### src/hdl/lwt_pkg.sv
// Shared constants and types of the waiter table
package lwt_pkg;

	localparam int NUM_SLOTS = 64;
	localparam int SLOT_W    = 7;
	localparam int IDX_W     = $clog2(NUM_SLOTS);
	localparam int CNT_W     = $clog2(NUM_SLOTS + 2);
	localparam int POS_W     = 64;
	localparam int REQ_W     = 2;
	localparam int Q_DEPTH   = 2;
	localparam int QPTR_W    = $clog2(Q_DEPTH);
	localparam int QCNT_W    = $clog2(Q_DEPTH + 1);

	localparam logic [REQ_W-1:0] REQ_ADD     = 2'd0;
	localparam logic [REQ_W-1:0] REQ_REMOVE  = 2'd1;
	localparam logic [REQ_W-1:0] REQ_ADVANCE = 2'd2;

	typedef enum logic [1:0] {
		OP_ADD,
		OP_REM,
		OP_ADV,
		OP_NOP
	} op_t;

	typedef struct packed {
		op_t               op;
		logic [SLOT_W-1:0] slot;
		logic [IDX_W-1:0]  idx;
		logic [POS_W-1:0]  pos;
	} cmd_t;

endpackage

### src/hdl/lwt_front.sv
// Front end: accepts requests, classifies them and queues commands for the back end
module lwt_front (
	input  logic                       clk,
	input  logic                       arst_n,
	input  logic                       in_valid,
	output logic                       in_ready,
	input  logic [lwt_pkg::REQ_W-1:0]  req_type,
	input  logic [lwt_pkg::SLOT_W-1:0] slot_id,
	input  logic [lwt_pkg::POS_W-1:0]  position,
	output lwt_pkg::cmd_t              cmd,
	output logic                       cmd_valid,
	input  logic                       cmd_ready
);
	import lwt_pkg::*;

	cmd_t              cmd_in;
	logic              slot_ok;
	logic              push;
	logic              pop;
	cmd_t              fifo_q [Q_DEPTH];
	logic [QPTR_W-1:0] wr_ptr_q;
	logic [QPTR_W-1:0] rd_ptr_q;
	logic [QCNT_W-1:0] count_q;

	always_comb begin
		slot_ok     = (slot_id != '0) && (slot_id <= SLOT_W'(NUM_SLOTS));
		cmd_in.slot = slot_id;
		cmd_in.idx  = IDX_W'(slot_id - SLOT_W'(1));
		cmd_in.pos  = position;
		// an add of zero is a remove; adds and removes of out-of-range slots do nothing
		priority if (req_type == REQ_ADD && slot_ok && position != '0) begin
			cmd_in.op = OP_ADD;
		end else if ((req_type == REQ_ADD || req_type == REQ_REMOVE) && slot_ok) begin
			cmd_in.op = OP_REM;
		end else if (req_type == REQ_ADVANCE) begin
			cmd_in.op = OP_ADV;
		end else begin
			cmd_in.op = OP_NOP;
		end
	end

	assign in_ready  = (count_q != QCNT_W'(Q_DEPTH));
	assign cmd_valid = (count_q != '0);
	assign cmd       = fifo_q[rd_ptr_q];
	assign push      = in_valid && in_ready;
	assign pop       = cmd_valid && cmd_ready;

	always_ff @(posedge clk) begin
		if (push) begin
			fifo_q[wr_ptr_q] <= cmd_in;
		end
	end

	always_ff @(posedge clk or negedge arst_n) begin
		if (!arst_n) begin
			wr_ptr_q <= '0;
			rd_ptr_q <= '0;
			count_q  <= '0;
		end else begin
			if (push) begin
				wr_ptr_q <= (wr_ptr_q == QPTR_W'(Q_DEPTH - 1)) ? '0 : wr_ptr_q + QPTR_W'(1);
			end
			if (pop) begin
				rd_ptr_q <= (rd_ptr_q == QPTR_W'(Q_DEPTH - 1)) ? '0 : rd_ptr_q + QPTR_W'(1);
			end
			if (push && !pop) begin
				count_q <= count_q + QCNT_W'(1);
			end else if (pop && !push) begin
				count_q <= count_q - QCNT_W'(1);
			end
		end
	end

endmodule

### config.mk
export PLATFORM = sky130hd
export DESIGN_NAME = lwt_front
export DESIGN_NICKNAME = d
export VERILOG_FILES = /design/src/hdl/lwt_pkg.sv /design/src/hdl/lwt_front.sv
export SDC_FILE = /design/constraint.sdc
export NUM_CORES = 1
export LEC_CHECK = 0
export BUFFER_PORTS_ARGS = -buffer_cell sky130_fd_sc_hd__clkbuf_2
export CAP_MARGIN = 20
export CELL_PAD_IN_SITES_DETAIL_PLACEMENT = 0
export CELL_PAD_IN_SITES_GLOBAL_PLACEMENT = 1
export CORE_ASPECT_RATIO = 1.75
export CORE_MARGIN = 3
export CORE_UTILIZATION = 30
export CTS_BUF_LIST = sky130_fd_sc_hd__clkbuf_2 sky130_fd_sc_hd__clkbuf_4 sky130_fd_sc_hd__clkbuf_8
export DETAILED_ROUTE_END_ITERATION = 12
export PLACE_DENSITY = 0.57
export SYNTH_ARGS = -nofsm -noshare
export SYNTH_HDL_FRONTEND = slang
export SYNTH_SLANG_ARGS = --single-unit
### constraint.sdc
create_clock -name clk -period 10.2 [get_ports clk]
set_input_delay 1.53 -clock clk [delete_from_list [all_inputs] [get_ports clk]]
set_output_delay 1.53 -clock clk [all_outputs]
set_load 0.005 [all_outputs]
; ---- Word level (Yosys, flattened, before mapping)
; Memories as Yosys holds them, arrays and structs flattened.
; Index checks and enable logic that the tools add are counted.
[totals]
reg_bits = 4
ram_bits = 158
inputBits = 77
out_inout_bits = 81
wordCells = 38
memories = 1
[op_classes]
n_addsub = 5
n_lt_le_gt_ge = 1
eq_ne = 3
n_mux = 9
reduce_logical = 16
[memory_table]
columns = name, words, word_bits, read_ports, rd_clocked_by_memory_dff, wr, line_no
row1 = fifo_q, 2, 79, 1, 0, 1, lwt_front.sv:20  ; cmd_t fifo_q [Q_DEPTH];
[op_table]
columns = op, count
row1 = $reduce_bool 64->1, 1
row2 = $logic_and 1x1->1, 8
row3 = $mux 2, 4
row4 = $le 7x7->1 const B, 1
row5 = $reduce_bool 7->1, 1
row6 = $sub 6x1->6 const B, 1
row7 = $mux 1, 5
row8 = $reduce_bool 2->1, 2
row9 = $add 1x1->1 const B, 2
row10 = $add 2x1->2 const B, 1
row11 = $eq 2x1->1 const B, 1
row12 = $eq 2x2->1 const B, 1
row13 = $logic_not 1->1, 2
row14 = $logic_not 2->1, 1
row15 = $ne 2x2->1 const B, 1
row16 = $sub 2x1->2 const B, 1
row17 = $logic_or 1x1->1, 1

; ---- Logic depth before layout (Yosys ltp)
; Gate-level depths: netlist of the first run.
[depth]
ltp_word = 6
ltp_mapped = 7
depth_no_buf = 7

; ---- Worst setup path before layout of the first run
; No wires, ideal clock.
[synth_timing]
path_type = input to register
start = in in_valid
end = mem fifo_q[0][0] (netlist name), enable pin
setup_time_ps = 517
arrival_ps = 4915
required_ps = 9683
slack_ps = 4769
stages = 2
path_buffers = 0
path_cell_list = nand2_1 -> nor2_1
[synth_between]
elab_chain_len = 3
[synth_rtl]
columns = element, line_no
row1 = start: declaration, lwt_front.sv:5  ; input logic in_valid,
row2 = $logic_and 1x1->1, lwt_front.sv:45  ; assign push = in_valid && in_ready;
row3 = $mux 1, lwt_front.sv:49  ; if (push) begin
row4 = $mux 1 (implied by the code), lwt_front.sv:50  ; fifo_q[wr_ptr_q] <= cmd_in;
row5 = end: declaration, lwt_front.sv:20
; Every way passes these cells.

==> summary.txt, run 1 <==
Outcome
  • Outcome: finished clean

Global route
  • Gr ovfl total: 0
  • Layer with the highest usage: met2
  • Largest net degree at the start of global routing: 80
  • First-pass GRT wire length: 20890 um
  • Global Route met1 Usage: 13.00%
  • Vias in the first global route: 3731
  • Met2 GRT Util: 23.40%
  • Initial antenna violation count: 0
  • Gr usage total: 12.58%
  • Grt met3 use: 2.760%

Detailed routing
  • Routed Antenna Nets: 0
  • DRC violations left: 0
  • Vias: 3315
  • Initial DRC count: 102
  • Drt first pass iters: 4
  • Avg WL per Cell: 18.63 um
  • Via/cell ratio: 4.516
  • Post-Route WL: 13670 um

Floorplan
  • Die Y: 195.4 um
  • Core area: 19910 um^2
  • Die area: approximately 22000 um^2
  • Initial Utilization: 30.89%
  • Chip width: 114.2 um
  • # IOs: 158
  • Num rows: 68

Synth
  • Seq cells post-synth: 162
  • Syn Area/Cell: roughly 20 um^2
  • Synth warn: 0
  • Syn Inst Count: between 300 and 400
  • Mapped cell area: 6151 um^2
  • Sequential fraction of the synthesis area: 78.76%
  • Post-Syn Nets: 385
  • Library cells used by synthesis: 22

Clock network
  • H-tree Lvls: 4
  • Root Driver: clkbuf_8
  • TritonCTS buffer count: 17
  • Worst-path clk slew: around 0.080 ns
  • TritonCTS clock tree: done
  • Clock insertion delay at the later pin of the skew report: 0.44 ns
  • CTS sink count: 162
  • # hold bufs at CTS: 0
  • CTS Buffer Depth: 2
  • Post_cts resized: 0
  • Setup Buffers After CTS: 0

STA
  • Slew at the pin closest to its max-slew limit: 0.5880 ns
  • Final setup margin: 6.295 ns
  • Final min period: 3.905 ns
  • Worst Skew: 0.008816 ns
  • Setup violators final: 0
  • RSZ-0062 raised after global routing: false
  • Number of failing hold endpoints at the final stage: 0
  • Worst rel slew slack: between 60% and 70%
  • Post-route setup TNS: 0 ns
  • Fin crit share: 38.28%
  • Fmax: 256.1 MHz
  • Fin. max-slew vios: 0

Final layout
  • Layout Cells excl Fill: ~730
  • Share of cells above drive strength 1: 56.44%
  • Area occupied by registers: 4848 um^2
  • Area occupied by multi-input gates: about 1300 um^2
  • FILL cells: between 1.5k and 2k
  • Synthesis-to-finish area growth: 23.96%
  • Fin nets: approximately 560
  • Most common cell after layout, fill and taps aside: edfxtp_1
  • Antenna diodes: 0
  • Design area: 7625 um^2
  • Commonest non-fill, non-tap cells in the layout: 158 x edfxtp_1, 157 x clkbuf_2, 79 x mux2_2

Hold path
  • Hold Path Class: reg2reg

Placed design
  • # placed instances: between 700 and 800
  • Port Buf Inserts: 157
  • DP Area: 7258 um^2
  • DPL Wire Length: 9614 um
  • Dpl ws: 6.648 ns
  • RePlAce Congestion: just over 0.7

Setup path
  • Crit Path Max Fanout: 42
  • CP arrival: about 2.4 ns
  • Crit path kind: reg2out
  • Required time of the critical path: 8.67 ns
  • CP Capture Type: output port
  • Max incr delay on CP: about 0.77 ns
  • Worst setup SP type: register
  • Critical-path top delay cell: dfrtp_4
  • Worst path bufs/invs: 2
  • Crit path cell chain: buf_4, mux2_2, clkbuf_2
  • Cell family with most CP delay: flip-flops

Run
  • Max-cap viol count: 0

Power and ir drop
  • PD cells: ~260 nW/um^2
  • P_leak: 2.793 nW
  • Worst vdd ir: 98.50 uV
synthesized netlist by cell type (all sizes together):
master,n,area share (%)
edfxtp,158,77
mux2,79,14
nor4,17,1.7
buf,8,0.65
xor2,5,0.71
dfrtp,4,1.6
inv,4,0.24
nand4,4,0.41
nor2,4,0.24
xnor2,4,0.57
ha,3,0.61
nand2,3,0.18
nand2b,2,0.20
nor3,2,0.16
and3,1,0.10
clkbuf,1,0.061
mux2i,1,0.16
nor2b,1,0.10
nor3b,1,0.20
o31a,1,0.14
or2,1,0.10
or3,1,0.18
routing by layer:
| layer | share of wire, % | vias to the layer above |
|---|---|---|
| met5 | 0 | - |
| met1 | 36 | 1648 |
| met3 | 3.9 | 16 |
| li1 | - | 1556 |
| met2 | 58 | 95 |
| met4 | 2.7 | 0 |
logic make-up (layout without fill, tap and decap cells):
kind of cell               count (synthesis)  in the layout  synth area share (%)
DFF                                      162            162                 78.76
muxes                                     80             80                 14.63
and+or+nand+nor                           37             37                 3.621
buffers and inverters                     13            197                0.9560
xor gates and xnor gates                   9              9                 1.281
adders and majority gates                  3              3                0.6103
AOI/OAI and AO/OA                          1              1                0.1424
flip-flops by register name, indices dropped and copies added, names as in the netlist:
register,flops
rd_ptr_q,1
fifo_q,158
wr_ptr_q,1
count_q,2
cell type report:
| type | count | share of cell area [%] |
|---|---|---|
| tap | 245 | 4.020 |
| clock inverter | 13 | 1.181 |
| clock buffer | 19 | 3.266 |
| sequential | 162 | 63.59 |
| inverter | 4 | 0.1969 |
| multi-input combinational | 130 | 16.52 |
| timing repair buffer | 161 | 11.22 |
worst paths after layout:
| path | slack, ns | cells after the start | start | end |
|---|---|---|---|---|
| worst max register to register | 8.31 | 5 | count_q[0] | fifo_q[0][67] |
| worst max-delay path | 6.30 | 3 | rd_ptr_q | cmd[1] |
| worst min-delay path | 0.53 | 1 | count_q[1] | count_q[1] |
| worst min register to register | 0.53 | 1 | count_q[1] | count_q[1] |
| max in group asynchronous | 9.15 | 1 | arst_n | rd_ptr_q |
| min in group asynchronous | 0.90 | 1 | arst_n | wr_ptr_q |
power by group:
part           internal [mW]  switching [mW]  leakage, nW
Clock                  0.172           0.232        0.160
Combinational          0.285           0.281         1.12
Sequential             0.910          0.0648         1.51
Total                   1.37           0.578         2.79
metrics by stage:
| step | power [mW] | utilization, % | hold WS, ns |
|---|---|---|---|
| global route | 2.067 | 38.30 | 0.5386 |
| floorplan | 1.305 | - | 0.4559 |
| detailed placement | 1.577 | 36.46 | 0.5196 |
| global placement | 1.561 | 36.32 | 0.4766 |
| CTS | 1.991 | 38.16 | 0.5316 |
| finish | 1.945 | 38.30 | 0.5268 |
Note: power is estimated with default switching activity, not from simulation.
==> run 2: changes to the inputs <==
--- a/config.mk
+++ b/config.mk
@@ -5,6 +5,7 @@
 export SDC_FILE = /design/constraint.sdc
 export NUM_CORES = 1
 export LEC_CHECK = 0
+export ABC_AREA = 1
 export BUFFER_PORTS_ARGS = -buffer_cell sky130_fd_sc_hd__clkbuf_2
 export CAP_MARGIN = 20
 export CELL_PAD_IN_SITES_DETAIL_PLACEMENT = 0
@@ -14,7 +15,7 @@
 export CORE_UTILIZATION = 30
 export CTS_BUF_LIST = sky130_fd_sc_hd__clkbuf_2 sky130_fd_sc_hd__clkbuf_4 sky130_fd_sc_hd__clkbuf_8
 export DETAILED_ROUTE_END_ITERATION = 12
-export PLACE_DENSITY = 0.57
+export PLACE_DENSITY = 0.63
 export SYNTH_ARGS = -nofsm -noshare
 export SYNTH_HDL_FRONTEND = slang
 export SYNTH_SLANG_ARGS = --single-unit
==> constraint.sdc (replaced) <==
create_clock -name clk -period 3.4 [get_ports clk]
set_input_delay 0.51 -clock clk [delete_from_list [all_inputs] [get_ports clk]]
set_output_delay 0.51 -clock clk [all_outputs]
set_load 0.005 [all_outputs]
==> run 2 against run 1 <==
  * First-iteration DRC count grew 49%
  * Critical path depth grew 1
  * Flip-flop and latch count unchanged
  * Worst hold slack worse by 0.25 ns
  * Non-clock buffer count rose by 2
  * Sequential share of layout area fell by 1.4 points
  * Largest cell class unchanged
  * Sequential power grew to 2.9 times the previous value
  * Die area increased by 3.0%
  * Clock skew decreased by 0.0030 ns
==> summary.txt, run 2 <==
Outcome
  • Outcome: finished clean

Floorplan
  • Chip width: 115.9 um (+1.5%)
  • Num rows: 69 (+1.5%)
  • Initial Utilization: 30.87% (about the same)
  • Die Y: 198.3 um (+1.5%)
  • Core area: 20550 um^2 (+3.2%)
  • # IOs: 158 (unchanged)
  • Die area: 22990 um^2 (+3.0%)

Setup path
  • Required time of the critical path: 2.89 ns (-5.78 ns)
  • Worst reg-to-reg path cell count: 8 (+3)
  • Crit Path Max Fanout: 80 (+90%)
  • CP arrival: 2.11 ns (-0.26 ns)
  • Worst r2r src: count_q[0]
  • Worst R2R Setup Slack: 1.72 ns (-6.59 ns)
  • Crit path kind: reg2out
  • CP Capture Type: output port
  • Worst setup SP type: register
  • Worst reg2reg endpoint: count_q[1]

Final layout
  • Final core occ: 37.92% (-0.37 points)
  • Fin nets: 771 (+39%)
  • Share of cells above drive strength 1: 28.55% (-28 points)
  • Most flops, register: fifo_q
  • Layout Cells excl Fill: 952 (+30%)
  • Max reg flops: 158 (unchanged)
  • Antenna diodes: 0 (unchanged)
  • Most common cell after layout, fill and taps aside: nand2_1
  • Synthesis-to-finish area growth: 22.86%
  • Commonest non-fill, non-tap cells in the layout: 265 x nand2_1, 158 x edfxtp_1, 157 x clkbuf_2
  • Design area: 7792 um^2 (+2.2%)
  • FILL cells: 2046 (+6.0%)
  • Largest regs: fifo_q: 158 flops, count_q: 2 flops

Power and ir drop
  • Total power: 6.103 mW (+210%)
  • P_leak: 3.316 nW (+19%)
  • PD cells: 783.2 nW/um^2 (+210%)
  • Worst vdd ir: 428.0 uV (+330%)

Clock network
  • CTS sink count: 162 (unchanged)
  • TritonCTS buffer count: 17 (unchanged)
  • H-tree Lvls: 4 (unchanged)
  • CTS Buffer Depth: 2 (unchanged)
  • Clock insertion delay at the later pin of the skew report: 0.43 ns (about the same)
  • Worst-path clk slew: 0.08 ns (about the same)
  • Setup Buffers After CTS: 0 (unchanged)
  • Root Driver: clkbuf_8
  • TritonCTS clock tree: done

Detailed routing
  • Post-Route WL: 14760 um (+8.0%)
  • DRC violations left: 0 (unchanged)
  • Via/cell ratio: 4.409 (-2.4%)
  • Initial DRC count: 152 (+49%)
  • Routed Antenna Nets: 0 (unchanged)
  • Drt first pass iters: 4 (unchanged)
  • Avg WL per Cell: 15.51 um (-17%)
  • Vias: 4197 (+27%)

Placed design
  • DPL Wire Length: 10190 um (+6.0%)
  • DP Area: 7406 um^2 (+2.0%)
  • Port Buf Inserts: 157 (unchanged)
  • RePlAce Congestion: 0.7392 (+1.8%)
  • # placed instances: 919 (+31%)

Synth
  • Post-Syn Nets: 606 (+57%)
  • Mapped cell area: 6342 um^2 (+3.1%)
  • Number of synthesized flops with an enable pin: 158 (unchanged)
  • Library cells used by synthesis: 21 (-4.5%)
  • Commonest cells post-synth: 265 x nand2_1, 158 x edfxtp_1, 50 x nor2_1, 13 x buf_2, 9 x inv_1
  • Ys flop type: edfxtp_1
  • Count leader, synth: nand2_1
  • Sequential fraction of the synthesis area: 76.39% (-2.4 points)
  • Syn Area/Cell: 12.06 um^2 (-40%)
  • Synth warn: 0 (unchanged)
  • Fraction of registers with async set/reset: 2.469% (unchanged)
  • Area leader, netlist: edfxtp_1
  • Seq cells post-synth: 162 (unchanged)
  • Syn Inst Count: 526 (+72%)
  • Yosys top cell area share: 74.81% (-2.3 points)
  • Top cells by area, synth: edfxtp_1 75%, nand2_1 16%, nor2_1 3.0%

STA
  • Fin crit share: 77.20%
  • Post-route setup TNS: 0 ns (unchanged)
  • Fmax: 381.0 MHz
  • RSZ-0062 raised after global routing: false
  • Final min period: approximately 2.6 ns
  • Fin. max-slew vios: 0 (unchanged)
  • Slew at the pin closest to its max-slew limit: 0.8566 ns (+0.2686 ns)
  • Setup violators final: 0 (unchanged)
  • Number of failing hold endpoints at the final stage: 0 (unchanged)
  • Worst rel slew slack: 42.89% (-18 points)
  • Worst Skew: 0.005850 ns (-0.002965 ns)

Global route
  • First-pass GRT wire length: 22540 um (+7.9%)
  • Gr ovfl total: 0 (unchanged)
  • Largest net degree at the start of global routing: 81 (+1.3%)
  • Initial antenna violation count: 2 (+2)
  • Global Route met1 Usage: 13.39% (+0.39 points)
  • Vias in the first global route: 4318 (+16%)
  • Layer with the highest usage: met2
  • Met2 GRT Util: 24.71% (+1.3 points)
  • Gr usage total: 12.99% (+0.40 points)
  • Grt met3 use: 3.364% (+0.60 points)

Hold path
  • Min-Delay Endpoint: fifo_q[0][47]
  • Hold Path Class: in2reg
  • Hold depth: 1 (unchanged)
  • Worst Hold Launch: position[47]

Run
  • Max-cap viol count: 0 (unchanged)
run 2: changes by cell type after synthesis, sizes merged, moves of 7 or more:
cell / previous run / this run
nor2: 4 / 51
mux2: 79 / 0
nor4: 17 / 0
inv: 4 / 11
buf: 8 / 17
nand2: 3 / 267
run 2: what timing repair did:
action                     CTS  global route
resized for setup            0             0
hold buffers                 1             0
setup endpoints to repair    0             0
hold endpoints to repair     4             0
run 2: cells by family after synthesis:
| group | count (synthesis) | synth area share (%) |
|---|---|---|
| AOI/OAI and AO/OA | 4 | 0.3748 |
| xor gates and xnor gates | 7 | 0.9667 |
| adders and majority gates | 3 | 0.5919 |
| buffers and inverters | 28 | 2.249 |
| DFF | 162 | 76.39 |
| and+or+nand+nor | 322 | 19.43 |
run 2: area by class of cell:
class                      instances  area [um^2]  area share [%]
clock buffer                      17        234.0           3.003
inverter                          11        43.79          0.5620
multi-input combinational        336         1370           17.58
tap                              248        310.3           3.982
sequential                       162         4846           62.19
clock inverter                    15        142.6           1.830
timing repair buffer             163        845.8           10.85
run 2: per-stage QoR:
step	worst slack, ns	hold slack (ns)
3_3_place_gp	1.201	0.3219
2_1_floorplan	0.2930	0.2144
5_1_grt	0.5030	0.2452
4_1_cts	0.6579	0.2380
3_5_place_dp	1.172	0.3284
6_report	0.7752	0.2810
run 2: critical path, stage by stage, from the launching register on:
cell      delay [ns]
dfrtp_2         0.59
inv_4           0.70
nand2_1         0.10
nand2_1         0.14
clkbuf_2        0.13
run 2: report_power, final:
group | switching, mW | leakage, nW | internal, mW
logic | 1.23 | 1.62 | 0.663
clock network | 0.693 | 0.182 | 0.644
registers | 0.145 | 1.51 | 2.72
run 2: per-layer routing:
layer / share of wire [%] / vias to the layer above
met5: 0.15 / -
met4: 1.9 / 4
met3: 4.8 / 16
met2: 57 / 97
met1: 36 / 2008
li1: - / 2072
run 2: how the worst max path moves through the flow:
| stage | startpoint | endpoint | cells past startpoint |
|---|---|---|---|
| floorplan | in_valid | fifo_q[1][0] | 2 |
| global placement | rd_ptr_q | cmd[47] | 4 |
| detailed placement | rd_ptr_q | cmd[46] | 4 |
| CTS | rd_ptr_q | cmd[46] | 4 |
| global route | rd_ptr_q | cmd[46] | 4 |
| finish | rd_ptr_q | cmd[46] | 4 |
==> run 3: changes to the inputs <==
--- a/config.mk
+++ b/config.mk
@@ -15,7 +15,7 @@
 export CORE_UTILIZATION = 30
 export CTS_BUF_LIST = sky130_fd_sc_hd__clkbuf_2 sky130_fd_sc_hd__clkbuf_4 sky130_fd_sc_hd__clkbuf_8
 export DETAILED_ROUTE_END_ITERATION = 12
-export PLACE_DENSITY = 0.63
+export PLACE_DENSITY = 0.6
 export SYNTH_ARGS = -nofsm -noshare
 export SYNTH_HDL_FRONTEND = slang
 export SYNTH_SLANG_ARGS = --single-unit
==> constraint.sdc (replaced) <==
create_clock -name clk -period 2.6 [get_ports clk]
set_input_delay 0.39 -clock clk [delete_from_list [all_inputs] [get_ports clk]]
set_output_delay 0.39 -clock clk [all_outputs]
set_load 0.005 [all_outputs]
==> run 3 against run 2 <==
  * Final cell count down 0.11%
  * Register-to-register slack worse by 0.78 ns
  * Setup slack got worse by 0.40 ns
  * Sequential share of layout area shrank 0.32 points
  * Die area stayed put
  * First-iteration DRC count rose by 5.3%
  * Core utilization is 0.19 points higher
  * Global-route usage up 0.36 points
  * Sequential power grew 29%
  * Combinational power up 38%
  * Worst hold slack got worse by 0.13 ns
==> summary.txt, run 3 (synthesis gave the netlist of run 2 again) <==
Outcome
  • Outcome: finished clean

STA
  • Fin. max-slew vios: 0 (unchanged)
  • Post-route setup TNS: 0 ns (unchanged)
  • Final min period: ~2.2 ns
  • Fin crit share: 85.44%
  • Fmax: 450.2 MHz
  • Worst Skew: 0.01033 ns (+0.004480 ns)
  • Worst rel slew slack: 66.55% (+24 points)
  • Number of failing hold endpoints at the final stage: 0 (unchanged)
  • Setup violators final: 0 (unchanged)
  • Slew at the pin closest to its max-slew limit: 0.5018 ns (-0.3549 ns)
  • RSZ-0062 raised after global routing: false

Detailed routing
  • Vias: 4151 (-1.1%)
  • DRC violations left: 0 (unchanged)
  • Drt first pass iters: 4 (unchanged)
  • Routed Antenna Nets: 0 (unchanged)
  • Avg WL per Cell: 15.82 um (+2.0%)
  • Via/cell ratio: 4.365 (-0.99%)
  • Post-Route WL: 15040 um (+1.9%)
  • Initial DRC count: 160 (+5.3%)

Final layout
  • Share of cells above drive strength 1: 28.73% (+0.18 points)
  • Synthesis-to-finish area growth: 23.50%
  • Final core occ: 38.12% (+0.19 points)
  • Layout Cells excl Fill: 951 (-0.11%)
  • Largest regs: fifo_q: 158 flops, count_q: 2 flops
  • Commonest non-fill, non-tap cells in the layout: 265 x nand2_1, 158 x edfxtp_1, 157 x clkbuf_2
  • Fin nets: 770 (-0.13%)
  • Most common cell after layout, fill and taps aside: nand2_1
  • Antenna diodes: 0 (unchanged)
  • Max reg flops: 158 (unchanged)
  • Most flops, register: fifo_q

Clock network
  • TritonCTS buffer count: 17 (unchanged)
  • CTS sink count: 162 (unchanged)
  • Root Driver: clkbuf_8
  • Clock insertion delay at the later pin of the skew report: 0.45 ns (+0.02 ns)
  • Worst-path clk slew: 0.09 ns (about the same)
  • H-tree Lvls: 4 (unchanged)
  • TritonCTS clock tree: done
  • CTS Buffer Depth: 2 (unchanged)

Run
  • Max-cap viol count: 0 (unchanged)

Hold path
  • Min-Delay Endpoint: fifo_q[0][59]
  • Worst Hold Launch: position[59]
  • Hold depth: 1 (unchanged)
  • Hold Path Class: in2reg

Placed design
  • RePlAce Congestion: 0.7502 (+1.5%)
  • DPL Wire Length: 10210 um (+0.19%)
  • Port Buf Inserts: 157 (unchanged)
  • # placed instances: 918 (-0.11%)

Global route
  • Largest net degree at the start of global routing: 81 (unchanged)
  • Gr usage total: 13.35% (+0.36 points)
  • Vias in the first global route: 4297 (-0.49%)
  • Initial antenna violation count: 0 (-2)
  • Gr ovfl total: 0 (unchanged)
  • First-pass GRT wire length: 23080 um (+2.4%)

Setup path
  • Worst r2r src: count_q[0]
  • Crit path kind: reg2out
  • Worst reg-to-reg path cell count: 8 (unchanged)
  • CP arrival: 1.83 ns (-0.28 ns)
  • Required time of the critical path: 2.21 ns (-0.68 ns)
  • Worst reg2reg endpoint: count_q[1]
  • Worst R2R Setup Slack: 0.94 ns (-0.78 ns)
  • CP Capture Type: output port
  • Worst setup SP type: register
  • Crit Path Max Fanout: 43 (-46%)

Floorplan
  • Num rows: 69 (unchanged)
  • Core area: 20550 um^2 (unchanged)
  • Die Y: 198.3 um (unchanged)
  • Die area: 22990 um^2 (unchanged)
  • # IOs: 158 (unchanged)
  • Chip width: 115.9 um (unchanged)
  • Initial Utilization: 30.87% (unchanged)

Power and ir drop
  • Worst vdd ir: 474.6 uV (+11%)
  • PD cells: 1034 nW/um^2 (+32%)
  • P_leak: 3.326 nW (+0.30%)
## run 3: cell types whose count changed in the layout (fill, tap and decap cells not counted), sizes merged
cell,change
clkinv,-3
clkbuf,+2
buf,-1
clkinvlp,+1
## run 3: through the flow
step | worst slack, ns | hold slack [ns] | total power, mW | cell area [um^2]
global placement | 0.8453 | 0.2081 | 6.447 | 7436
floorplan | -0.5032 | 0.09441 | 5.180 | 6347
global route | 0.2090 | 0.1059 | 8.686 | 7833
detailed placement | 0.8079 | 0.2092 | 6.503 | 7436
finish | 0.3786 | 0.1462 | 8.102 | 7833
CTS | 0.3000 | 0.1055 | 8.303 | 7833
## run 3: worst max-delay path: stages (launching register included)
cell      delay, ns
dfrtp_2        0.45
inv_4          0.34
buf_12         0.27
nand2_1        0.08
nand2_1        0.08
clkbuf_2       0.12
## run 3: where the power goes
group	leakage, nW	switching [mW]	internal (mW)
logic	1.63	1.71	0.911
clock network	0.184	0.911	0.872
registers	1.51	0.141	3.56
total	3.33	2.76	5.34
## run 3: final cells by class
| type | count | area [um^2] |
|---|---|---|
| clock buffer | 19 | 249.0 |
| fill | 2081 | 12710 |
| timing repair buffer | 162 | 875.8 |
| clock inverter | 13 | 137.6 |
| inverter | 11 | 43.79 |
| multi-input combinational | 336 | 1370 |
| tap | 248 | 310.3 |
| sequential | 162 | 4846 |
## run 3: worst max-delay path by stage
stage	slack (ns)	depth (start not counted)	from	end
3_3_place_gp	0.85	5	rd_ptr_q	cmd[12]
2_1_floorplan	-0.50	4	count_q[0]	fifo_q[1][0]
4_1_cts	0.30	5	rd_ptr_q	cmd[13]
3_5_place_dp	0.81	5	rd_ptr_q	cmd[13]
6_report	0.38	5	rd_ptr_q	cmd[13]
5_1_grt	0.21	5	rd_ptr_q	cmd[1]
## run 3: per-layer routing
metal | part of all wire (%) | vias to the layer above | GRT usage [%] | routed length (um)
met5 | 0 | - | 0 | 0
met4 | 1.2 | 0 | 4.258 | 179
met3 | 4.4 | 9 | 3.547 | 666
met2 | 59 | 87 | 25.62 | 8836
met1 | 36 | 1989 | 13.69 | 5360
li1 | - | 2066 | - | -
## run 3: repair_timing
item	in CTS	in global routing
resized for setup	0	0
endpoints found under the hold margin	4	0
setup buffers	0	0
hold buffers	1	0
